File: src/rtl/sensor_response_deframer_top_defines.svh
// ----------------------------------------------------------------------------
// Sensor response deframer assertion macros
// Shared concurrent assertion forms used by the deframer RTL.
// ----------------------------------------------------------------------------
`ifndef SENSOR_RESPONSE_DEFRAMER_TOP_DEFINES_SVH
`define SENSOR_RESPONSE_DEFRAMER_TOP_DEFINES_SVH

// The consequent must hold in the cycle after the antecedent.
`define SRD_ASSERT_NEXT(label, clk, rst_n, ante, cons) \
    label: assert property (@(posedge clk) disable iff (!rst_n) (ante) |=> (cons)) \
        else $error("deframer check failed in the cycle after its trigger");

// The condition must hold at every clock edge outside reset.
`define SRD_ASSERT_ALWAYS(label, clk, rst_n, cond) \
    label: assert property (@(posedge clk) disable iff (!rst_n) (cond)) \
        else $error("deframer invariant violated");

`endif

File: src/rtl/srd_pkg.sv
// ----------------------------------------------------------------------------
// Sensor response deframer package
// Payload types, codes, state encoding and register reset values.
// ----------------------------------------------------------------------------
`default_nettype none

package srd_pkg;

    // Input operation codes.
    localparam logic [1:0] OP_BYTE = 2'd0;
    localparam logic [1:0] OP_TICK = 2'd1;
    localparam logic [1:0] OP_ARM  = 2'd2;

    // Result kinds.
    localparam logic [2:0] KIND_PAYLOAD  = 3'd0;
    localparam logic [2:0] KIND_RESPONSE = 3'd1;
    localparam logic [2:0] KIND_DATA     = 3'd2;
    localparam logic [2:0] KIND_CSUM_ERR = 3'd3;
    localparam logic [2:0] KIND_TIMEOUT  = 3'd4;

    // Configuration register indexes.
    localparam logic [2:0] REG_HEADER_CODE    = 3'd0;
    localparam logic [2:0] REG_DEVICE_ID      = 3'd1;
    localparam logic [2:0] REG_PACKET_KIND    = 3'd2;
    localparam logic [2:0] REG_DATA_LENGTH    = 3'd3;
    localparam logic [2:0] REG_CHECK_DATA_SUM = 3'd4;
    localparam logic [2:0] REG_TIMEOUT_TICKS  = 3'd5;

    // Register reset values.
    localparam logic [15:0] RST_HEADER_CODE    = 16'd21930;
    localparam logic [15:0] RST_DEVICE_ID      = 16'd1;
    localparam logic        RST_PACKET_KIND    = 1'b0;
    localparam logic [15:0] RST_DATA_LENGTH    = 16'd1;
    localparam logic        RST_CHECK_DATA_SUM = 1'b1;
    localparam logic [31:0] RST_TIMEOUT_TICKS  = 32'd1000;

    // Field lengths in bytes.
    localparam logic [15:0] PARAM_BYTES = 16'd4;
    localparam logic [15:0] CODE_BYTES  = 16'd2;
    localparam logic [15:0] WORD_BYTES  = 16'd2;

    // Framing phases, one-hot.
    typedef enum logic [6:0] {
        PH_HUNT     = 7'b0000001,
        PH_DEVID    = 7'b0000010,
        PH_PARAM    = 7'b0000100,
        PH_CODE     = 7'b0001000,
        PH_DATA     = 7'b0010000,
        PH_CSUM_CMD = 7'b0100000,
        PH_CSUM_DAT = 7'b1000000
    } phase_t;

    typedef struct packed {
        logic [1:0] op;
        logic [7:0] rx_byte;
    } srd_in_t;

    typedef struct packed {
        logic [2:0]  kind;
        logic [7:0]  payload_byte;
        logic [31:0] param_word;
        logic [15:0] response_code;
    } srd_out_t;

endpackage

`default_nettype wire

File: src/rtl/sensor_response_deframer_top.sv
// ----------------------------------------------------------------------------
// Sensor response deframer
// Frames sensor link bytes into payload, response, error and timeout results.
// ----------------------------------------------------------------------------
// Each accepted item (a received byte, a tick or an arm request) is handled by
// the framing state machine, and any result it causes is loaded into the
// output register in the same edge. A new item is taken every cycle;
// in_ready drops only while a result sits in the output register and out_ready
// is low. The configuration port is always ready.
// ----------------------------------------------------------------------------
`default_nettype none

`include "sensor_response_deframer_top_defines.svh"

module sensor_response_deframer_top (
    input  wire logic             clk,
    input  wire logic             rst_n,
    input  wire logic             in_valid,
    output logic                  in_ready,
    input  wire srd_pkg::srd_in_t in_data,
    output logic                  out_valid,
    input  wire logic             out_ready,
    output srd_pkg::srd_out_t     out_data,
    input  wire logic             cfg_valid,
    output logic                  cfg_ready,
    input  wire logic [2:0]       cfg_index,
    input  wire logic [31:0]      cfg_data
);

    import srd_pkg::*;

    // Configuration registers.
    logic [15:0] header_code_reg;
    logic [15:0] device_id_reg;
    logic        packet_kind_reg;
    logic [15:0] data_length_reg;
    logic        check_data_sum_reg;
    logic [31:0] timeout_ticks_reg;

    // Framing state.
    phase_t      phase_reg, phase_next;
    logic [15:0] header_shift_reg, header_shift_next;
    logic [15:0] field_count_reg, field_count_next;
    logic [15:0] id_word_reg, id_word_next;
    logic [31:0] param_reg, param_next;
    logic [15:0] code_reg, code_next;
    logic [15:0] running_sum_reg, running_sum_next;
    logic [7:0]  sum_low_byte_reg, sum_low_byte_next;
    logic        wait_armed_reg, wait_armed_next;
    logic [31:0] idle_ticks_reg, idle_ticks_next;

    // Output register.
    logic        out_valid_reg;
    srd_out_t    out_reg;

    // Per-item result.
    logic        res_valid;
    srd_out_t    res;

    logic        in_fire;
    logic [7:0]  b;
    logic [15:0] count_inc;
    logic [15:0] sum_add;
    logic [15:0] shift_cand;
    logic [15:0] id_cand;
    logic [15:0] got_sum;
    logic        sum_ok;
    logic [31:0] ticks_inc;

    assign in_ready  = !out_valid_reg || out_ready;
    assign in_fire   = in_valid && in_ready;
    assign cfg_ready = 1'b1;
    assign out_valid = out_valid_reg;
    assign out_data  = out_reg;

    assign b          = in_data.rx_byte;
    assign count_inc  = field_count_reg + 16'd1;
    assign sum_add    = running_sum_reg + {8'd0, b};
    assign shift_cand = {header_shift_reg[7:0], b};
    assign id_cand    = {b, id_word_reg[15:8]};
    assign got_sum    = {b, sum_low_byte_reg};
    assign sum_ok     = (got_sum == running_sum_reg)
                        || (phase_reg == PH_CSUM_DAT && !check_data_sum_reg);
    assign ticks_inc  = (idle_ticks_reg == 32'hFFFF_FFFF) ? idle_ticks_reg
                                                          : idle_ticks_reg + 32'd1;

    // Configuration writes; indexes past the list are ignored.
    always_ff @(posedge clk or negedge rst_n)
    begin
        if (!rst_n)
        begin
            header_code_reg    <= RST_HEADER_CODE;
            device_id_reg      <= RST_DEVICE_ID;
            packet_kind_reg    <= RST_PACKET_KIND;
            data_length_reg    <= RST_DATA_LENGTH;
            check_data_sum_reg <= RST_CHECK_DATA_SUM;
            timeout_ticks_reg  <= RST_TIMEOUT_TICKS;
        end
        else if (cfg_valid && cfg_ready)
        begin
            case (cfg_index)
                REG_HEADER_CODE:    header_code_reg    <= cfg_data[15:0];
                REG_DEVICE_ID:      device_id_reg      <= cfg_data[15:0];
                REG_PACKET_KIND:    packet_kind_reg    <= cfg_data[0];
                REG_DATA_LENGTH:    data_length_reg    <= cfg_data[15:0];
                REG_CHECK_DATA_SUM: check_data_sum_reg <= cfg_data[0];
                REG_TIMEOUT_TICKS:  timeout_ticks_reg  <= cfg_data;
                default:            ;
            endcase
        end
    end

    // Framing state machine: next state and result for one item.
    always_comb
    begin
        phase_next        = phase_reg;
        header_shift_next = header_shift_reg;
        field_count_next  = field_count_reg;
        id_word_next      = id_word_reg;
        param_next        = param_reg;
        code_next         = code_reg;
        running_sum_next  = running_sum_reg;
        sum_low_byte_next = sum_low_byte_reg;
        wait_armed_next   = wait_armed_reg;
        idle_ticks_next   = idle_ticks_reg;
        res_valid         = 1'b0;
        res               = '0;

        case (in_data.op)
            OP_BYTE:
            begin
                idle_ticks_next = '0;
                case (phase_reg)
                    PH_HUNT:
                    begin
                        header_shift_next = shift_cand;
                        if (shift_cand == header_code_reg)
                        begin
                            running_sum_next  = {8'd0, header_code_reg[15:8]}
                                                + {8'd0, header_code_reg[7:0]};
                            header_shift_next = '0;
                            field_count_next  = '0;
                            phase_next        = PH_DEVID;
                        end
                    end
                    PH_DEVID:
                    begin
                        id_word_next     = id_cand;
                        running_sum_next = sum_add;
                        field_count_next = count_inc;
                        if (count_inc >= WORD_BYTES)
                        begin
                            field_count_next = '0;
                            if (id_cand != device_id_reg)
                            begin
                                phase_next        = PH_HUNT;
                                header_shift_next = '0;
                            end
                            else if (!packet_kind_reg)
                            begin
                                phase_next = PH_PARAM;
                            end
                            else if (data_length_reg == 16'd0)
                            begin
                                phase_next = PH_CSUM_DAT;
                            end
                            else
                            begin
                                phase_next = PH_DATA;
                            end
                        end
                    end
                    PH_PARAM:
                    begin
                        param_next       = {b, param_reg[31:8]};
                        running_sum_next = sum_add;
                        field_count_next = count_inc;
                        if (count_inc >= PARAM_BYTES)
                        begin
                            field_count_next = '0;
                            phase_next       = PH_CODE;
                        end
                    end
                    PH_CODE:
                    begin
                        code_next        = {b, code_reg[15:8]};
                        running_sum_next = sum_add;
                        field_count_next = count_inc;
                        if (count_inc >= CODE_BYTES)
                        begin
                            field_count_next = '0;
                            phase_next       = PH_CSUM_CMD;
                        end
                    end
                    PH_DATA:
                    begin
                        running_sum_next = sum_add;
                        field_count_next = count_inc;
                        // A wrapped count also ends the payload.
                        if (count_inc >= data_length_reg || count_inc == 16'd0)
                        begin
                            field_count_next = '0;
                            phase_next       = PH_CSUM_DAT;
                        end
                        res_valid        = 1'b1;
                        res.kind         = KIND_PAYLOAD;
                        res.payload_byte = b;
                    end
                    PH_CSUM_CMD, PH_CSUM_DAT:
                    begin
                        if (field_count_reg == 16'd0)
                        begin
                            sum_low_byte_next = b;
                            field_count_next  = 16'd1;
                        end
                        else
                        begin
                            phase_next        = PH_HUNT;
                            header_shift_next = '0;
                            field_count_next  = '0;
                            res_valid         = 1'b1;
                            if (!sum_ok)
                            begin
                                res.kind = KIND_CSUM_ERR;
                            end
                            else
                            begin
                                wait_armed_next = 1'b0;
                                if (phase_reg == PH_CSUM_CMD)
                                begin
                                    res.kind          = KIND_RESPONSE;
                                    res.param_word    = param_reg;
                                    res.response_code = code_reg;
                                end
                                else
                                begin
                                    res.kind = KIND_DATA;
                                end
                            end
                        end
                    end
                    default:
                    begin
                        phase_next        = PH_HUNT;
                        header_shift_next = '0;
                        field_count_next  = '0;
                    end
                endcase
            end
            OP_TICK:
            begin
                if (wait_armed_reg)
                begin
                    idle_ticks_next = ticks_inc;
                    if (ticks_inc >= timeout_ticks_reg)
                    begin
                        wait_armed_next   = 1'b0;
                        idle_ticks_next   = '0;
                        phase_next        = PH_HUNT;
                        header_shift_next = '0;
                        field_count_next  = '0;
                        res_valid         = 1'b1;
                        res.kind          = KIND_TIMEOUT;
                    end
                end
            end
            OP_ARM:
            begin
                wait_armed_next   = 1'b1;
                idle_ticks_next   = '0;
                phase_next        = PH_HUNT;
                header_shift_next = '0;
                field_count_next  = '0;
            end
            default:
            begin
            end
        endcase
    end

    // State update on each accepted item.
    always_ff @(posedge clk or negedge rst_n)
    begin
        if (!rst_n)
        begin
            phase_reg        <= PH_HUNT;
            header_shift_reg <= '0;
            field_count_reg  <= '0;
            id_word_reg      <= '0;
            param_reg        <= '0;
            code_reg         <= '0;
            running_sum_reg  <= '0;
            sum_low_byte_reg <= '0;
            wait_armed_reg   <= 1'b0;
            idle_ticks_reg   <= '0;
        end
        else if (in_fire)
        begin
            phase_reg        <= phase_next;
            header_shift_reg <= header_shift_next;
            field_count_reg  <= field_count_next;
            id_word_reg      <= id_word_next;
            param_reg        <= param_next;
            code_reg         <= code_next;
            running_sum_reg  <= running_sum_next;
            sum_low_byte_reg <= sum_low_byte_next;
            wait_armed_reg   <= wait_armed_next;
            idle_ticks_reg   <= idle_ticks_next;
        end
    end

    // Output register: loads on an accepted item, drains when taken.
    always_ff @(posedge clk or negedge rst_n)
    begin
        if (!rst_n)
        begin
            out_valid_reg <= 1'b0;
        end
        else if (in_fire)
        begin
            out_valid_reg <= res_valid;
        end
        else if (out_ready)
        begin
            out_valid_reg <= 1'b0;
        end
    end

    always_ff @(posedge clk)
    begin
        if (in_fire)
        begin
            out_reg <= res;
        end
    end

    // Checks on the framing logic.
    `SRD_ASSERT_ALWAYS(a_phase_onehot, clk, rst_n, $onehot(phase_reg))
    `SRD_ASSERT_NEXT(a_arm_restarts, clk, rst_n, in_fire && in_data.op == OP_ARM, wait_armed_reg && phase_reg == PH_HUNT && idle_ticks_reg == 32'd0)
    `SRD_ASSERT_NEXT(a_done_disarms, clk, rst_n, in_fire && res_valid && (res.kind == KIND_RESPONSE || res.kind == KIND_DATA), !wait_armed_reg && phase_reg == PH_HUNT)
    `SRD_ASSERT_ALWAYS(a_code_count, clk, rst_n, phase_reg != PH_CODE || field_count_reg < CODE_BYTES)

endmodule

`default_nettype wire

File: config.mk
export PLATFORM = sky130hd
export DESIGN_NAME = sensor_response_deframer_top
export DESIGN_NICKNAME = d
export VERILOG_FILES = /design/src/rtl/srd_pkg.sv /design/src/rtl/sensor_response_deframer_top.sv
export VERILOG_INCLUDE_DIRS = /design/src /design/src/rtl
export SDC_FILE = /design/constraint.sdc
export NUM_CORES = 1
export LEC_CHECK = 0
export BUFFER_PORTS_ARGS = -buffer_cell sky130_fd_sc_hd__buf_2
export CORE_MARGIN = 8
export CORE_UTILIZATION = 32
export DETAILED_ROUTE_END_ITERATION = 10
export GPL_TIMING_DRIVEN = 0
export PLACE_DENSITY = 0.45
export SETUP_SLACK_MARGIN = 0.3
export SLEW_MARGIN = 30
export SYNTH_ARGS = -nofsm -noshare
export SYNTH_HDL_FRONTEND = slang
export SYNTH_SLANG_ARGS = --single-unit
File: constraint.sdc
create_clock -name clk -period 5.5 [get_ports clk]
set_input_delay 0 -clock clk [delete_from_list [all_inputs] [get_ports clk]]
set_output_delay 0 -clock clk [all_outputs]
set_load 0.1 [all_outputs]
After elaboration in Yosys (flattened, before gate mapping)
Cells that the tools add are included.
- bits in registers: 294
- bits of input ports: 50
- output and inout port bits: 62
- word-level logic and storage cells: 158
- add/subtract/negate cells: 4
- magnitude comparators: 4
- equality and inequality tests: 32
- mux-type cells: 54
- bitwise operators: 4
- reductions and logical operators: 39
- operator list (cell ; number):
    16-bit 2-to-1 mux ; 7
    32-bit 2-to-1 mux ; 3
    16-bit one-hot mux with 5 select lines ; 1
    7-bit 2-to-1 mux ; 11
    32-bit one-hot mux with 2 select lines ; 1
    16-bit logical NOT ; 3
    16-bit one-hot mux with 3 select lines ; 1
    7-bit one-hot mux with 6 select lines ; 1
    32-bit by 1-bit adder with 32-bit output (second input constant) ; 1
    16-bit == test ; 2
    32-bit == test (second input constant) ; 1
    32-bit >= comparator ; 1
    8-bit 2-to-1 mux ; 4
    16-bit one-hot mux with 2 select lines ; 1
    8-bit one-hot mux with 4 select lines ; 1
    8-bit one-hot mux with 3 select lines ; 1
    3-bit inequality test (second input constant) ; 7
    7-bit one-hot mux with 3 select lines ; 1
    16-bit by 1-bit adder with 16-bit output (second input constant) ; 1
    16-bit by 8-bit adder with 16-bit output ; 1
    16-bit >= comparator ; 1
    16-bit by 2-bit >= comparator with 1-bit output (second input constant) ; 1
    16-bit by 3-bit >= comparator with 1-bit output (second input constant) ; 1
    16-bit inequality test ; 1
    other kinds (39) ; 83

Logic depth before layout (Yosys ltp)
Gate-level depths: netlist (run 1).
- depth in word-level cells: 7
- depth in mapped cells: 20
- mapped depth without buffers: 17

Worst setup path before layout (run 1)
OpenSTA, ideal clock, no wires.
- path kind: reg-to-reg
- start point: register out_valid_reg (netlist: out_valid)
- end point: register field_count_reg[12]
- library setup time: 0.121 ns
- arrival: 5.211 ns
- data required time: 5.379 ns
- path slack: 0.168 ns
- stages on the path, launching flop included: 10
- path buffers: 3
- period minus slack after synthesis: 5.332 ns
- path through: dfrtp_1 nand2b_1 and2_1 clkbuf_1 o21ai_0 or2_2 a221o_1 buf_2 buf_2 a22o_1
- longest elaborated chain between the ends: 4
- RTL lines (item ; RTL line ; text):
    from (decl) ; sensor_response_deframer_top.sv:53 ; logic out_valid_reg;
    from (signal assigned) ; sensor_response_deframer_top.sv:321 ; out_valid_reg <= res_valid;
    1-bit logical NOT ; sensor_response_deframer_top.sv:70 ; assign in_ready = !out_valid_reg || out_ready;
    1-bit logical OR ; sensor_response_deframer_top.sv:70 ;
    net in_ready ; sensor_response_deframer_top.sv:19 ; output logic in_ready,
    1-bit logical AND ; sensor_response_deframer_top.sv:71 ; assign in_fire = in_valid && in_ready;
    net in_fire ; sensor_response_deframer_top.sv:60 ; logic in_fire;
    5-bit AND reduction (no line) ; n/a ;
    to (signal assigned) ; sensor_response_deframer_top.sv:301 ; field_count_reg <= field_count_next;
    to (decl) ; sensor_response_deframer_top.sv:43 ; logic [15:0] field_count_reg, field_count_next;
The timed path passes the listed nets, and every way through them passes these cells.
A chain may end at the register's enable or synchronous reset.

Worst setup path in the final report (run 1)
- start point: register idle_ticks_reg[0]
- end point: register field_count_reg[13]
- longest elaborated chain between the ends: 5
- elaborated cells on any way between the ends: 6
- classes of those cells: add/sub (1); order compare (1); eq/ne (2); mux (1); reduce/logical (1)
- RTL lines (item ; RTL line ; text):
    from (decl) ; sensor_response_deframer_top.sv:50 ; logic [31:0] idle_ticks_reg, idle_ticks_next;
    from (signal assigned) ; sensor_response_deframer_top.sv:308 ; idle_ticks_reg <= idle_ticks_next;
    32-bit by 1-bit adder with 32-bit output / 32-bit == test (equally long branches) ; sensor_response_deframer_top.sv:85, sensor_response_deframer_top.sv:84 ;
    32-bit 2-to-1 mux (*) ; sensor_response_deframer_top.sv:84 ; assign ticks_inc = (idle_ticks_reg == 32'hFFFF_FFFF) ? idle_ticks_reg
    32-bit >= comparator (*) ; sensor_response_deframer_top.sv:255 ; if (ticks_inc >= timeout_ticks_reg)
    2-bit inequality test (no line) (*) ; n/a ;
    5-bit AND reduction (no line) (*) ; n/a ;
Every way passes the cells marked *; elsewhere a longest branch is shown, timed or not.

==> results list, run 1 <==
- Number of antenna violations at the first check in global routing: 0
- The die is 235.1 µm wide.
- Overall Global Routing Usage: 15.16%
* Class of the worst hold path: in2reg
- Max Fclk: 0.2062 GHz
- Final wirelength: 41,900 µm
- Of the synthesized area, sequential elements account for 48.65%.
- Flip-flop count of the largest register after layout: 59
* Placement Rows: 80
- In this run, synthesis produced a sequential element count of 286.
- Routed length per placed instance: 18.96 µm
- Entering global routing, the biggest net connects 75 pins.
- Setup repair after global routing left no endpoint under its margin.
- Area of the mapped netlist: 15,360 µm²
* Worst Setup Path Type: reg2reg
* Measured slew at the worst slew-check pin: 0.9360 ns
- CP endpoint kind: register
- 112 I/O pins were placed.
- Setup violations remaining at the end of the flow were counted as 0.
- Synthesized area per cell: 11.22 µm²
- Cells fill 39.16% of the core in the end.
- The most used flip-flop cell after synthesis is sky130_fd_sc_hd__dfrtp_1.
- Data on the critical path arrives at its endpoint at 5.32 ns.
- Relative to the synthesized area, the layout overhead comes to 21.19%.
- Number of global-route vias before repair: 11,371
* Worst-Skew Late Latency: 0.53 ns
- The detail route stage leaves a number of antenna-violating nets equal to 0.
- In this run the tightest slew margin relative to its limit is 37.37%.
* Nets@finish: 1,690
- Initial Util: 32.32%
- Top-area cell type share of the netlist area: 34.04%
- Number of buffers inserted during clock tree synthesis: 37
* Final count of hold timing violations: 0
- CTS root buf: sky130_fd_sc_hd__clkbuf_16
- Wire length of the first global-routing pass: 66,930 µm
* Fraction of layout cells with a size suffix above 1: 25.66%
- Result of the run: complete, no violations
- The design draws 6586 µW.
* Via density per instance: 4.949
- Number of pins with negative max-slew slack in the final report: 0
* Fraction of synthesis flops using an asynchronous set or reset pin: 79.37%
- Final Cycle Share: 88.17%
- VDD sags by at most 193.0 µV.
* Number of library cell types mapped by synthesis: 82
- Max FO, Critical Path: 10
- On the final layout, the worst clock skew is 0.01331 ns.
- For this run, the number of Yosys warnings is 0.
* Number of sinks on the clock net: 286
- In this run, synthesis inferred 59 flip-flops with an integrated enable.
* Number of remaining DRC errors: 0
* Clock tree buffer depth: 3
- The synthesized design spends more area on one cell type than any other, namely sky130_fd_sc_hd__dfrtp_1.
- Clock input transition at the sequential cells of the worst setup and hold paths: 0.06 ns
- The first TritonRoute pass finished after 5 iterations.
- For this design the ratio of total power to cell area is 353.7 nW/µm².
- The routed layout has 10,938 vias.
* Area of the die: 55,280 µm²
- Buffers placed on the I/O ports in this run total 110.
- Summed over all layers, the global routing overflow is 0.
- LEAKAGE: 0.008502 µW
- Critical Path RT: 5.97 ns
- Post-Syn Nets: 1,493
* Maxcap violations: 0
* Half-perimeter wire length after detailed placement: 30,060 µm
* Iteration-0 DRC count of the detailed router: 505
- Last weighted congestion value of the routability-driven placer: 0.7823
- TritonCTS built the clock tree.
* Minimum clock period after layout: 4.849 ns
* Die H: 235.1 µm
- The H-tree was split into 2 levels.
- Ranked by total cell area, the synthesized netlist is headed by sky130_fd_sc_hd__dfrtp_1, sky130_fd_sc_hd__edfxtp_1, sky130_fd_sc_hd__mux2_2.
- Synthesis produced a netlist whose cell count is 1,369.
- STA classifies the critical path startpoint as a register.
* Core Region: 47,550 µm²
## final timing paths
path | from | endpoint | slack [ns] | cells after the start
max in group asynchronous | rst_n | header_code_reg[12] | 4.72 | 4
setup / recovery | idle_ticks_reg[0] | field_count_reg[13] | 0.65 | 21
setup reg to reg | idle_ticks_reg[0] | field_count_reg[13] | 0.65 | 21
hold reg to reg | param_reg[4] | param_reg[4] | 0.50 | 1
min in group asynchronous | rst_n | check_data_sum_reg | 0.07 | 2
hold / removal | in_data[6] | running_sum_reg[6] | 0.05 | 5
## worst max-delay path: stages (launching register included)
cell and delay (ns):
sky130_fd_sc_hd__dfrtp_1 0.43, sky130_fd_sc_hd__ha_1 0.26, sky130_fd_sc_hd__and4_1 0.25, sky130_fd_sc_hd__nand4_1 0.17, sky130_fd_sc_hd__nor4_4 0.29, sky130_fd_sc_hd__buf_4 0.18, sky130_fd_sc_hd__nor2_4 0.07, sky130_fd_sc_hd__and3_1 0.20
sky130_fd_sc_hd__buf_6 0.14, sky130_fd_sc_hd__and3_4 0.18, sky130_fd_sc_hd__xor2_1 0.15, sky130_fd_sc_hd__ha_1 0.30, sky130_fd_sc_hd__nand4_1 0.25, sky130_fd_sc_hd__nor3_1 0.26, sky130_fd_sc_hd__a22oi_1 0.09, sky130_fd_sc_hd__o211ai_1 0.28
sky130_fd_sc_hd__a21oi_4 0.14, sky130_fd_sc_hd__a221o_1 0.37, sky130_fd_sc_hd__buf_2 0.18, sky130_fd_sc_hd__nor2_2 0.21, sky130_fd_sc_hd__buf_4 0.23, sky130_fd_sc_hd__a22o_1 0.15
## layout make-up
class	instances	area, µm²
inverter	67	251.5
multi-input combinational	949	7378
clock inverter	22	301.5
antenna	1	2.502
clock buffer	45	1016
buffer	67	315.3
sequential	286	7475
fill	4609	28930
timing repair buffer	158	1111
tap	615	769.5
## cell usage in the layout (no fill, tap or decap), types with 28 or more instances in the layout
cell / count
sky130_fd_sc_hd__a21oi_1: 33
sky130_fd_sc_hd__a22o_1: 28
sky130_fd_sc_hd__and2_1: 64
sky130_fd_sc_hd__buf_2: 119
sky130_fd_sc_hd__clkbuf_1: 42
sky130_fd_sc_hd__clkbuf_16: 37
sky130_fd_sc_hd__dfrtp_1: 209
sky130_fd_sc_hd__dlygate4sd3_1: 39
sky130_fd_sc_hd__edfxtp_1: 59
sky130_fd_sc_hd__ha_1: 72
sky130_fd_sc_hd__inv_1: 67
sky130_fd_sc_hd__mux2_2: 145
sky130_fd_sc_hd__nand2_1: 72
sky130_fd_sc_hd__nand4_1: 31
sky130_fd_sc_hd__nor2_1: 54
sky130_fd_sc_hd__o21ai_0: 85
sky130_fd_sc_hd__xnor2_1: 59
sky130_fd_sc_hd__xor2_1: 45
## power by group
group / leakage, µW / internal (µW) / switching [µW] / total, µW
combinational: 0.00430 / 573 / 751 / 1320
clock: 0.000651 / 1650 / 989 / 2640
sequential: 0.00356 / 2430 / 193 / 2630
## synth_stat cells (31+ instances only)
| library cell | number |
|---|---|
| sky130_fd_sc_hd__dfrtp_1 | 209 |
| sky130_fd_sc_hd__clkbuf_1 | 44 |
| sky130_fd_sc_hd__o21ai_0 | 85 |
| sky130_fd_sc_hd__a21oi_1 | 34 |
| sky130_fd_sc_hd__edfxtp_1 | 59 |
| sky130_fd_sc_hd__ha_1 | 72 |
| sky130_fd_sc_hd__and2_1 | 64 |
| sky130_fd_sc_hd__xor2_1 | 45 |
| sky130_fd_sc_hd__nand4_1 | 31 |
| sky130_fd_sc_hd__xnor2_1 | 59 |
| sky130_fd_sc_hd__nand2_1 | 72 |
| sky130_fd_sc_hd__mux2_2 | 145 |
| sky130_fd_sc_hd__nor2_1 | 55 |
| sky130_fd_sc_hd__inv_1 | 67 |
## per-stage QoR
step / instances / worst slack [ns] / area (µm²) / TNS, ns / hold WS, ns
finish: 2210 / 0.6509 / 18620 / 0 / 0.04523
global route: 2209 / 0.2888 / 18620 / 0 / 0.04194
CTS: 2205 / 0.3269 / 18550 / 0 / 0.01197
detailed placement: 2098 / 0.03969 / 16810 / 0 / -0.05770
global placement: 2094 / -0.09046 / 16690 / -13.31 / 0.2311
floorplan: 1369 / 1.236 / 15370 / 0 / -0.2956
## routing by layer
metal	part of all wire, %	up-vias	GRT usage [%]
met5	0	-	0
met4	2.4	0	4.512
met3	3.0	63	2.259
met2	47	174	25.11
li1	-	5309	-
met1	48	5392	20.34
## cells by family after synthesis
kind of cell,count (synthesis),share of synthesized area [%]
other cells,1,0.02441
xor+xnor,105,6.034
simple gates,388,14.56
buf+inv,134,3.624
compound gates,227,9.634
mux,154,11.35
flops,286,48.65
fa+ha+maj,74,6.124
## timing repair
action | in CTS | in global routing
setup buffers | 0 | 4
endpoints found under the hold margin | 243 | 0
setup endpoints to repair | 44 | 55
gates resized for setup | 3 | 12
pin swaps | 0 | 2
hold buffers | 40 | 0
Power figures use the tool's default switching activity.
==> run 2: changes to the inputs <==
- ABC_AREA: unset -> 1
==> results list, run 2 <==
- Final setup violating endpoints: 0 (unchanged)
* Number of pins with negative max-slew slack in the final report: 0 (unchanged)
- Number of sinks on the clock net: 286 (unchanged)
- The endpoint required time on the critical path came to 5.96 ns (about the same).
* Power per cell area: 344.2 nW/µm² (-2.7%)
* LEAKAGE: 0.009038 µW (+6.3%)
- The critical path in this run is classified as reg2reg.
- The final antenna diode count is 0 (-1).
- In the post-synthesis netlist, the cell with the most instances is sky130_fd_sc_hd__nand2_1.
* Switching share of total power: 31.78% (+2.4 points)
- The summed area of non-filler cells in the final layout was 18,780 µm² (+0.87%).
* Result of the run: complete, no violations
- Top post-synthesis cells by count: sky130_fd_sc_hd__nand2_1, sky130_fd_sc_hd__inv_1, sky130_fd_sc_hd__dfrtp_1, sky130_fd_sc_hd__o21ai_0, sky130_fd_sc_hd__nor2_1
* Setup slack of the most critical reg-to-reg path: 0.72 ns (+0.07 ns)
- Fraction of power consumed by the clock network: 38.0% (-2.0 points)
- Post-Place Setup Slack: 0.6300 ns (+0.5903 ns)
- Nets@finish: 2,218 (+31%)
- The placed wire-length estimate after detailed placement was 33,960 µm (+13%).
- Setup repair after global routing missed its margin: false
- The area of the core came to 48,550 µm² (+2.1%).
- The first-pass detailed-route iteration total was 5 (unchanged).
- Clock tree buffer depth: 3 (unchanged)
* Worst Reg2Reg Path Length in Cells: 24 (+14%)
- The netlist area before placement was 15,590 µm² (+1.4%).
* Reg-to-reg critical path startpoint: idle_ticks_reg[0]
- Routed length per placed instance: 16.65 µm (-12%)
- CTS root buf: sky130_fd_sc_hd__clkbuf_16
* Top-level port count: 112 (unchanged)
- The insertion delay to the later sink of the worst-skew pair was 0.55 ns (+0.02 ns).
* Signed area change from the synthesized netlist to the final layout: 20.49%
- Number of vias after detailed routing: 13,038 (+19%)
- The final worst clock skew is 0.02354 ns (+0.01023 ns).
* Count of antenna-violating nets left after detailed routing: 0 (unchanged)
- The number of antenna violations at the first check in global routing is 0 (unchanged).
- The average cell area after synthesis is 8.230 µm² (-27%).
- The relative max-transition margin was 31.45% (-5.9 points).
- The clock slew at the register clock pins of the worst setup and hold paths was 0.06 ns (about the same).
* Post-synth EDFFs: 59 (unchanged)
* Max Fclk: 0.2090 GHz (+1.4%)
- Leaving out fill and tap cells, the most frequent cell in the layout is sky130_fd_sc_hd__nand2_1.
- The pin count of the biggest net entering global routing was 65 (-13%).
* Number of library cell types mapped by synthesis: 49 (-40%)
- Die X-Extent: 236.7 µm (+0.67%)
- Instance area at placement: 17,040 µm² (+1.4%)
- The maximum vdd ir drop was 181.6 µV (-5.9%).
- Sum of negative setup slack: 0 ns (unchanged)
- Last weighted congestion value of the routability-driven placer: 0.8604 (+10%)
- Worst path cell trace: ha_1, nand3_1, nor2_1, nand2_1, nor2_1, nand2_1, nor2_4, inv_1, nand2_2, nor2_1, xor2_1, inv_1, ha_1, a21oi_1, o21ai_0, nand2_1, a21oi_1, nor2_1, nand3_1, nor3_4, buf_12, clkbuf_1, nand2_1, o21ai_0
- Measured slew at the worst slew-check pin: 1.021 ns (+0.08543 ns)
- Delay-heaviest family, CP: simple AND/OR/NAND/NOR gates
- Number of buffers inserted during clock tree synthesis: 36 (-2.7%)
- The worst hold path belongs to the class in2async.
* Standard cell with the maximum stage delay on the critical path: sky130_fd_sc_hd__dfrtp_1
* Final count of hold timing violations: 0 (unchanged)
- Initial Util: 32.11% (-0.21 points)
- Top-area cell type share of the netlist area: 33.55% (-0.49 points)
- Max FO, Critical Path: 10 (unchanged)
- Wire length of the first global-routing pass: 72,820 µm (+8.8%)
* Most used DFF post-synth: sky130_fd_sc_hd__dfrtp_1
* Post-synthesis register bit count: 286 (unchanged)
* Clock tree from TritonCTS: yes
- Number of remaining DRC errors: 0 (unchanged)
* Flip-flop count of the largest register after layout: 59 (unchanged)
- Grt total ovfl: 0 (unchanged)
- Highest-count cells in the layout ignoring fill and taps: sky130_fd_sc_hd__nand2_1, sky130_fd_sc_hd__inv_1, sky130_fd_sc_hd__dfrtp_1
- Sequential element share of the synthesized area: 47.95% (-0.70 points)
- The die outline height is 236.7 µm (+0.67%).
- Top cells by area, synth: sky130_fd_sc_hd__dfrtp_1, sky130_fd_sc_hd__edfxtp_1, sky130_fd_sc_hd__nand2_1
- Via density per instance: 4.753 (-4.0%)
- Biggest area consumer among synthesized cells: sky130_fd_sc_hd__dfrtp_1
- Post-layout worst setup margin: 0.7159 ns (+0.06503 ns)
* Largest stage delay on the critical path: 0.43 ns (about the same)
* Fraction of layout cells with a size suffix above 1: 11.93% (-14 points)
- Port bufs: 110 (unchanged)
- Number of global-route vias before repair: 13,219 (+16%)
- The number of placement rows was 81 (+1.3%).
- The internal power component was 4411 µW (-5.2%).
- Overall Global Routing Usage: 16.14% (+0.98 points)
* CP endpoint kind: register
- The synthesized instance count was 1,894 (+38%).
- The reported net switching power came to 2054 µW (+6.3%).
- The final wirelength came to 45,670 µm (+9.0%).
- The net count of the mapped netlist came to 2,018 (+35%).
- Number of buffer and inverter instances along the worst setup path: 4 (unchanged)
- The arrival time at the worst endpoint was 5.24 ns (-0.08 ns).
- The period utilization came to 86.98% (-1.2 points).
- Minimum clock period after layout: 4.784 ns (-0.06503 ns)
- The maximum level of the CTS H-tree was 2 (unchanged).
- Fraction of synthesis flops using an asynchronous set or reset pin: 79.37% (unchanged)
- Iteration-0 DRC count of the detailed router: 748 (+48%)
- Worst Setup Start Kind: register
- The combinational share of power was 20.7% (+0.6 points).
- Worst reg2reg endpoint: idle_ticks_reg[6]
- Worst slack on hold paths: 0.02990 ns (-0.01533 ns)
- The number of warnings reported in the yosys synthesis log was 0 (unchanged).
* Area of the die: 56,030 µm² (+1.4%)
- Sequential power share: 41.3% (+1.4 points)
- Maxcap violations: 0 (unchanged)
==> run 2: changes by cell type after synthesis, moves of 28 or more <==
cell                      change
sky130_fd_sc_hd__a21oi_1     +38
sky130_fd_sc_hd__xnor2_1     -31
sky130_fd_sc_hd__nand2_1    +350
sky130_fd_sc_hd__and2_1      -64
sky130_fd_sc_hd__inv_1      +212
sky130_fd_sc_hd__a22o_1      -28
sky130_fd_sc_hd__mux2_2     -145
sky130_fd_sc_hd__o21ai_0    +110
sky130_fd_sc_hd__nor2_1     +134
sky130_fd_sc_hd__nand3_1     +41
==> run 2: routing by layer <==
metal / vias to the layer above / GRT usage, % / share of wire, %
met5: - / 0 / 0
met4: 0 / 5.991 / 3.3
met3: 88 / 2.209 / 3.3
met2: 228 / 27.81 / 48
met1: 6182 / 20.41 / 45
li1: 6540 / - / -
==> run 2: worst max path at each step <==
stage | start | endpoint | slack [ns] | cells past startpoint
final | idle_ticks_reg[0] | idle_ticks_reg[6] | 0.72 | 24
after global routing | idle_ticks_reg[0] | idle_ticks_reg[6] | 0.29 | 22
after CTS | idle_ticks_reg[0] | idle_ticks_reg[0] | 0.56 | 23
after detailed placement | idle_ticks_reg[0] | idle_ticks_reg[6] | 0.63 | 23
after global placement | rst_n | running_sum_reg[12] | -0.01 | 1
after floorplan | out_valid | param_reg[10] | 1.47 | 7
==> run 2: layout make-up <==
class	count	area, µm²
Multi-Input combinational cell	1273	6829
Inverter	288	1086
Sequential cell	286	7475
Tap cell	622	778.2
Fill cell	4954	29760
Clock buffer	53	1015
Timing Repair Buffer	162	1169
Clock inverter	12	221.5
Buffer	47	209.0
==> run 2: power by group through the flow <==
stage | logic [µW] | registers (µW) | clock network (µW)
floorplan | 873 | 2740 | 0
global placement | 1280 | 2710 | 0
detailed placement | 1320 | 2710 | 0
CTS | 1350 | 2670 | 2540
global route | 1530 | 2700 | 2610
finish | 1340 | 2670 | 2450
==> run 2: logic make-up after synthesis <==
group / after synthesis / synth area share [%]
simple gates: 826 / 23.80
buf+inv: 335 / 8.276
compound gates: 301 / 9.921
flops: 286 / 47.95
fa+ha+maj: 74 / 6.036
xor+xnor: 71 / 3.989
other cells: 1 / 0.02406
==> run 2: repair_timing <==
action,in CTS,in global routing
endpoints found under the hold margin,243,0
endpoints found under the setup margin,0,30
hold buffers,46,0
buffers inserted,0,2
gates resized for setup,0,5
==> run 2: through the flow <==
step                      utilization [%]  power [µW]  cells
after global routing                38.69        6847   2743
after detailed placement            35.10        4027   2630
after CTS                           38.61        6566   2741
after global placement              34.85        3992   2626
final                               38.69        6465   2743
after floorplan                         -        3617   1894
==> run 2: worst reg2reg max path, stage by stage (launching register included) <==
cell and delay [ns]:
sky130_fd_sc_hd__dfrtp_1 0.43, sky130_fd_sc_hd__ha_1 0.25, sky130_fd_sc_hd__nand3_1 0.16, sky130_fd_sc_hd__nor2_1 0.18, sky130_fd_sc_hd__nand2_1 0.10, sky130_fd_sc_hd__nor2_1 0.17
sky130_fd_sc_hd__nand2_1 0.12, sky130_fd_sc_hd__nor2_4 0.18, sky130_fd_sc_hd__inv_1 0.13, sky130_fd_sc_hd__nand2_2 0.13, sky130_fd_sc_hd__nor2_1 0.10, sky130_fd_sc_hd__xor2_1 0.19
sky130_fd_sc_hd__inv_1 0.07, sky130_fd_sc_hd__ha_1 0.30, sky130_fd_sc_hd__a21oi_1 0.15, sky130_fd_sc_hd__o21ai_0 0.10, sky130_fd_sc_hd__nand2_1 0.08, sky130_fd_sc_hd__a21oi_1 0.06
sky130_fd_sc_hd__nor2_1 0.38, sky130_fd_sc_hd__nand3_1 0.34, sky130_fd_sc_hd__nor3_4 0.29, sky130_fd_sc_hd__buf_12 0.16, sky130_fd_sc_hd__clkbuf_1 0.43, sky130_fd_sc_hd__nand2_1 0.10
sky130_fd_sc_hd__o21ai_0 0.10
==> run 3: changes to the inputs <==
- BUFFER_PORTS_ARGS: -buffer_cell sky130_fd_sc_hd__buf_2 -> unset
- CORE_UTILIZATION: 32 -> 34
- DONT_BUFFER_PORTS: unset -> 1
==> results list, run 3 (synthesis gave the netlist of run 2 again) <==
* Max FO, Critical Path: 10 (unchanged)
- The global-route usage over all layers came to 17.34% (+1.2 points).
- Most frequent standard cell in the layout excluding fill and tap cells: sky130_fd_sc_hd__nand2_1
- Port bufs: 0 (-100%)
- Flip-flop count of the largest register after layout: 59 (unchanged)
* Largest net degree at the start of global routing: 228 (+250%)
- The relative contribution of sequential cells to total power came to 43.4% (+2.1 points).
- The highest metal layer carrying signal wires in the routed design is met4.
- Final setup violating endpoints: 0 (unchanged)
- Iteration-0 DRC count of the detailed router: 974 (+30%)
- Number of sinks on the clock net: 286 (unchanged)
- The final antenna diode count is 0 (unchanged).
* Clock input transition at the sequential cells of the worst setup and hold paths: 0.05 ns (about the same)
* Worst path cell trace: ha_1, nand3_1, nor2_1, inv_1, nor4_1, nand4_1, xor2_1, inv_1, nor2_1, inv_1, ha_1, nand2_1, nor2_1, nand2_1, nor4_2, nand3_1, nand3_1, nor3_4, inv_1, clkbuf_1, o21ai_0
- The count of vias placed by the detailed router is 12,729 (-2.4%).
* Number of antenna violations at the first check in global routing: 0 (unchanged)
- The per-cell via count in the routed design is 4.875 (+2.6%).
- Clock tree from TritonCTS: yes
* Worst slack on hold paths: -0.8268 ns (-0.8567 ns)
- Die H: 230.1 µm (-2.8%)
- Number of remaining DRC errors: 0 (unchanged)
- Result of the run: finished with violations
- The sum of internal, switching and leakage power came to 6410 µW (-0.85%).
- Max Fclk: 0.2102 GHz (+0.58%)
- Setup repair after global routing left no endpoint under its margin.
- Area used by multi-input combinational logic: 6829 µm² (unchanged)
- The initial cell density of the core is 34.42% (+2.3 points).
- The post-route non-filler standard cell count is 2,611 (-4.8%).
- Minimum clock period after layout: 4.757 ns (-0.02746 ns)
- Flip-flop and latch area: 7475 µm² (unchanged)
* Count of antenna-violating nets left after detailed routing: 0 (unchanged)
- LEAKAGE: 0.008526 µW (-5.7%)
* Half-perimeter wire length after detailed placement: 33,420 µm (-1.6%)
* Routed length per placed instance: 17.79 µm (+6.9%)
- The share of post-route cells with drive strength above 1 is 6.663% (-5.3 points).
* Clock tree buffer depth: 3 (unchanged)
- The share of total power in the clock network came to 38.6% (+0.6 points).
- Clk_skew: 0.02248 ns (-0.001060 ns)
* Highest-count cells in the layout ignoring fill and taps: sky130_fd_sc_hd__nand2_1, sky130_fd_sc_hd__inv_1, sky130_fd_sc_hd__dfrtp_1
- The count of fill cells added during filler insertion was 4,709 (-4.9%).
- Largest stage delay on the critical path: 0.53 ns (+0.10 ns)
- The flop-to-flop setup slack was 0.74 ns (+0.03 ns).
- The wire length of the first global-routing pass came to 72,960 µm (+0.20%).
* Worst-Skew Late Latency: 0.55 ns (about the same)
- Top-level port count: 112 (unchanged)
* Switching share of total power: 30.96% (-0.82 points)
- Power per cell area: 354.0 nW/µm² (+2.9%)
- The first-pass detailed-route iteration total was 5 (unchanged).
* Worst Setup Path Type: reg2reg
* Area of the die: 52,950 µm² (-5.5%)
- The internal power component was 4426 µW (+0.33%).
- The slowest stage of the critical path belongs to the cell sky130_fd_sc_hd__clkbuf_1.
- In this design, the critical path's most frequently occurring cell is sky130_fd_sc_hd__inv_1.
- Net switching component of the power: 1985 µW (-3.4%)
- The wire length on met1 was 22,150 µm (+7.6%).
* Number of pins with negative max-slew slack in the final report: 0 (unchanged)
- Maximum level of the CTS H-tree: 2 (unchanged)
* Measured slew at the worst slew-check pin: 0.9756 ns (-0.04579 ns)
* CTS root buf: sky130_fd_sc_hd__clkbuf_16
- Amount of wire on met3 after detailed routing: 1862 µm (+25%)
- The worst setup path is launched from a register.
- Number of buffer and inverter instances along the worst setup path: 5 (+1)
* CP endpoint kind: register
- The relative max-transition margin was 34.80% (+3.4 points).
- Wire length on met2: 21,560 µm (-2.5%)
- Placement Rows: 78 (-3.7%)
- The number of setup buffers added after CTS came to 0 (unchanged).
- VDD IR max: 203.8 µV (+12%)
- The via count of the first global-routing pass came to 12,683 (-4.1%).
- Signed area change from the synthesized netlist to the final layout: 16.15%
- Number of buffers inserted during clock tree synthesis: 36 (unchanged)
* Grt total ovfl: 0 (unchanged)
- Core Region: 45,280 µm² (-6.7%)
- Die X-Extent: 230.1 µm (-2.8%)
- The final wirelength is 46,460 µm (+1.7%).
* Data arrival at the endpoint of the critical path: 5.15 ns (-0.09 ns)
- Violations in the final reports: negative hold slack
* Final Cycle Share: 86.48% (-0.50 points)
- Final count of hold timing violations: 227 (+227)
- The final net count came to 2,108 (-5.0%).
- The endpoint required time on the critical path is 5.90 ns (-0.06 ns).
- Combinational cell fraction of total power: 18.0% (-2.7 points)
- The hold buffer count at cts came to 51 (+11%).
* Delay-heaviest family, CP: simple AND/OR/NAND/NOR gates
- The routability-driven placement congestion ratio is 0.8481 (-1.4%).
* DP Cell Count: 2,495 (-5.1%)
- The number of maximum-capacitance constraint violations is 0 (unchanged).
- In this run the worst hold path is classified as in2async.
## run 3: cell count changes in the layout (fill, tap and decap cells not counted), moves of 2 or more
cell,change
sky130_fd_sc_hd__buf_12,-2
sky130_fd_sc_hd__buf_16,-3
sky130_fd_sc_hd__buf_2,-109
sky130_fd_sc_hd__clkbuf_2,-2
sky130_fd_sc_hd__clkinv_1,+4
sky130_fd_sc_hd__clkinv_16,-2
sky130_fd_sc_hd__clkinv_2,-2
sky130_fd_sc_hd__dlygate4sd3_1,+6
sky130_fd_sc_hd__inv_6,+2
## run 3: cell type report
class,count,area share (%)
buffer,47,1.140
multi-input combinational,1273,37.72
sequential,286,41.29
timing repair buffer,52,2.972
inverter,288,5.999
tap,600,4.147
clock inverter,15,1.133
clock buffer,50,5.605
## run 3: worst reg2reg max path, delay by kind of cell (launching register included)
family / cells / cell delay [ns]
and+or+nand+nor: 12 / 2.41
buffers and inverters: 5 / 0.89
adders and majority gates: 2 / 0.52
DFF: 1 / 0.41
AOI/OAI and AO/OA: 1 / 0.20
xor gates and xnor gates: 1 / 0.17
## run 3: repair_timing
| item | 4_1_cts | 5_1_grt |
|---|---|---|
| endpoints found under the hold margin | 338 | 227 |
| resized for setup | 0 | 1 |
| endpoints found under the setup margin | 0 | 3 |
## run 3: per-layer routing
layer,GRT usage (%),vias up
li1,-,6311
met4,4.395,0
met1,23.67,6113
met5,0,-
met2,28.47,248
met3,2.672,57
## run 3: per-stage QoR
stage               worst slack [ns]  utilization (%)  area, µm²  TNS [ns]  hold WS [ns]
finish                        0.7433            39.98      18100         0       -0.8268
global route                  0.3730            39.98      18100         0       -0.8660
CTS                           0.6683            39.97      18100         0       -0.8615
detailed placement            0.7094            36.15      16370         0       -0.2843
global placement            -0.08414            36.08      16340    -1.970       -0.2843
floorplan                      1.470                -      15590         0       -0.2956
## run 3: worst paths after layout
kind,cells past startpoint,end,startpoint
worst max-delay path,21,idle_ticks_reg[23],idle_ticks_reg[0]
worst min-delay path,0,running_sum_reg[8],rst_n
worst max register to register,21,idle_ticks_reg[23],idle_ticks_reg[0]
worst min register to register,2,param_reg[12],param_reg[12]
max in group asynchronous,0,param_reg[6],rst_n
min in group clk,6,running_sum_reg[3],in_data[3]
## run 3: power by group through the flow
stage / clock network, µW / logic, µW / registers [µW]
global placement: 0 / 1100 / 2820
floorplan: 0 / 873 / 2740
finish: 2470 / 1160 / 2780
detailed placement: 0 / 1120 / 2820
global route: 2620 / 1330 / 2810
CTS: 2540 / 1160 / 2780
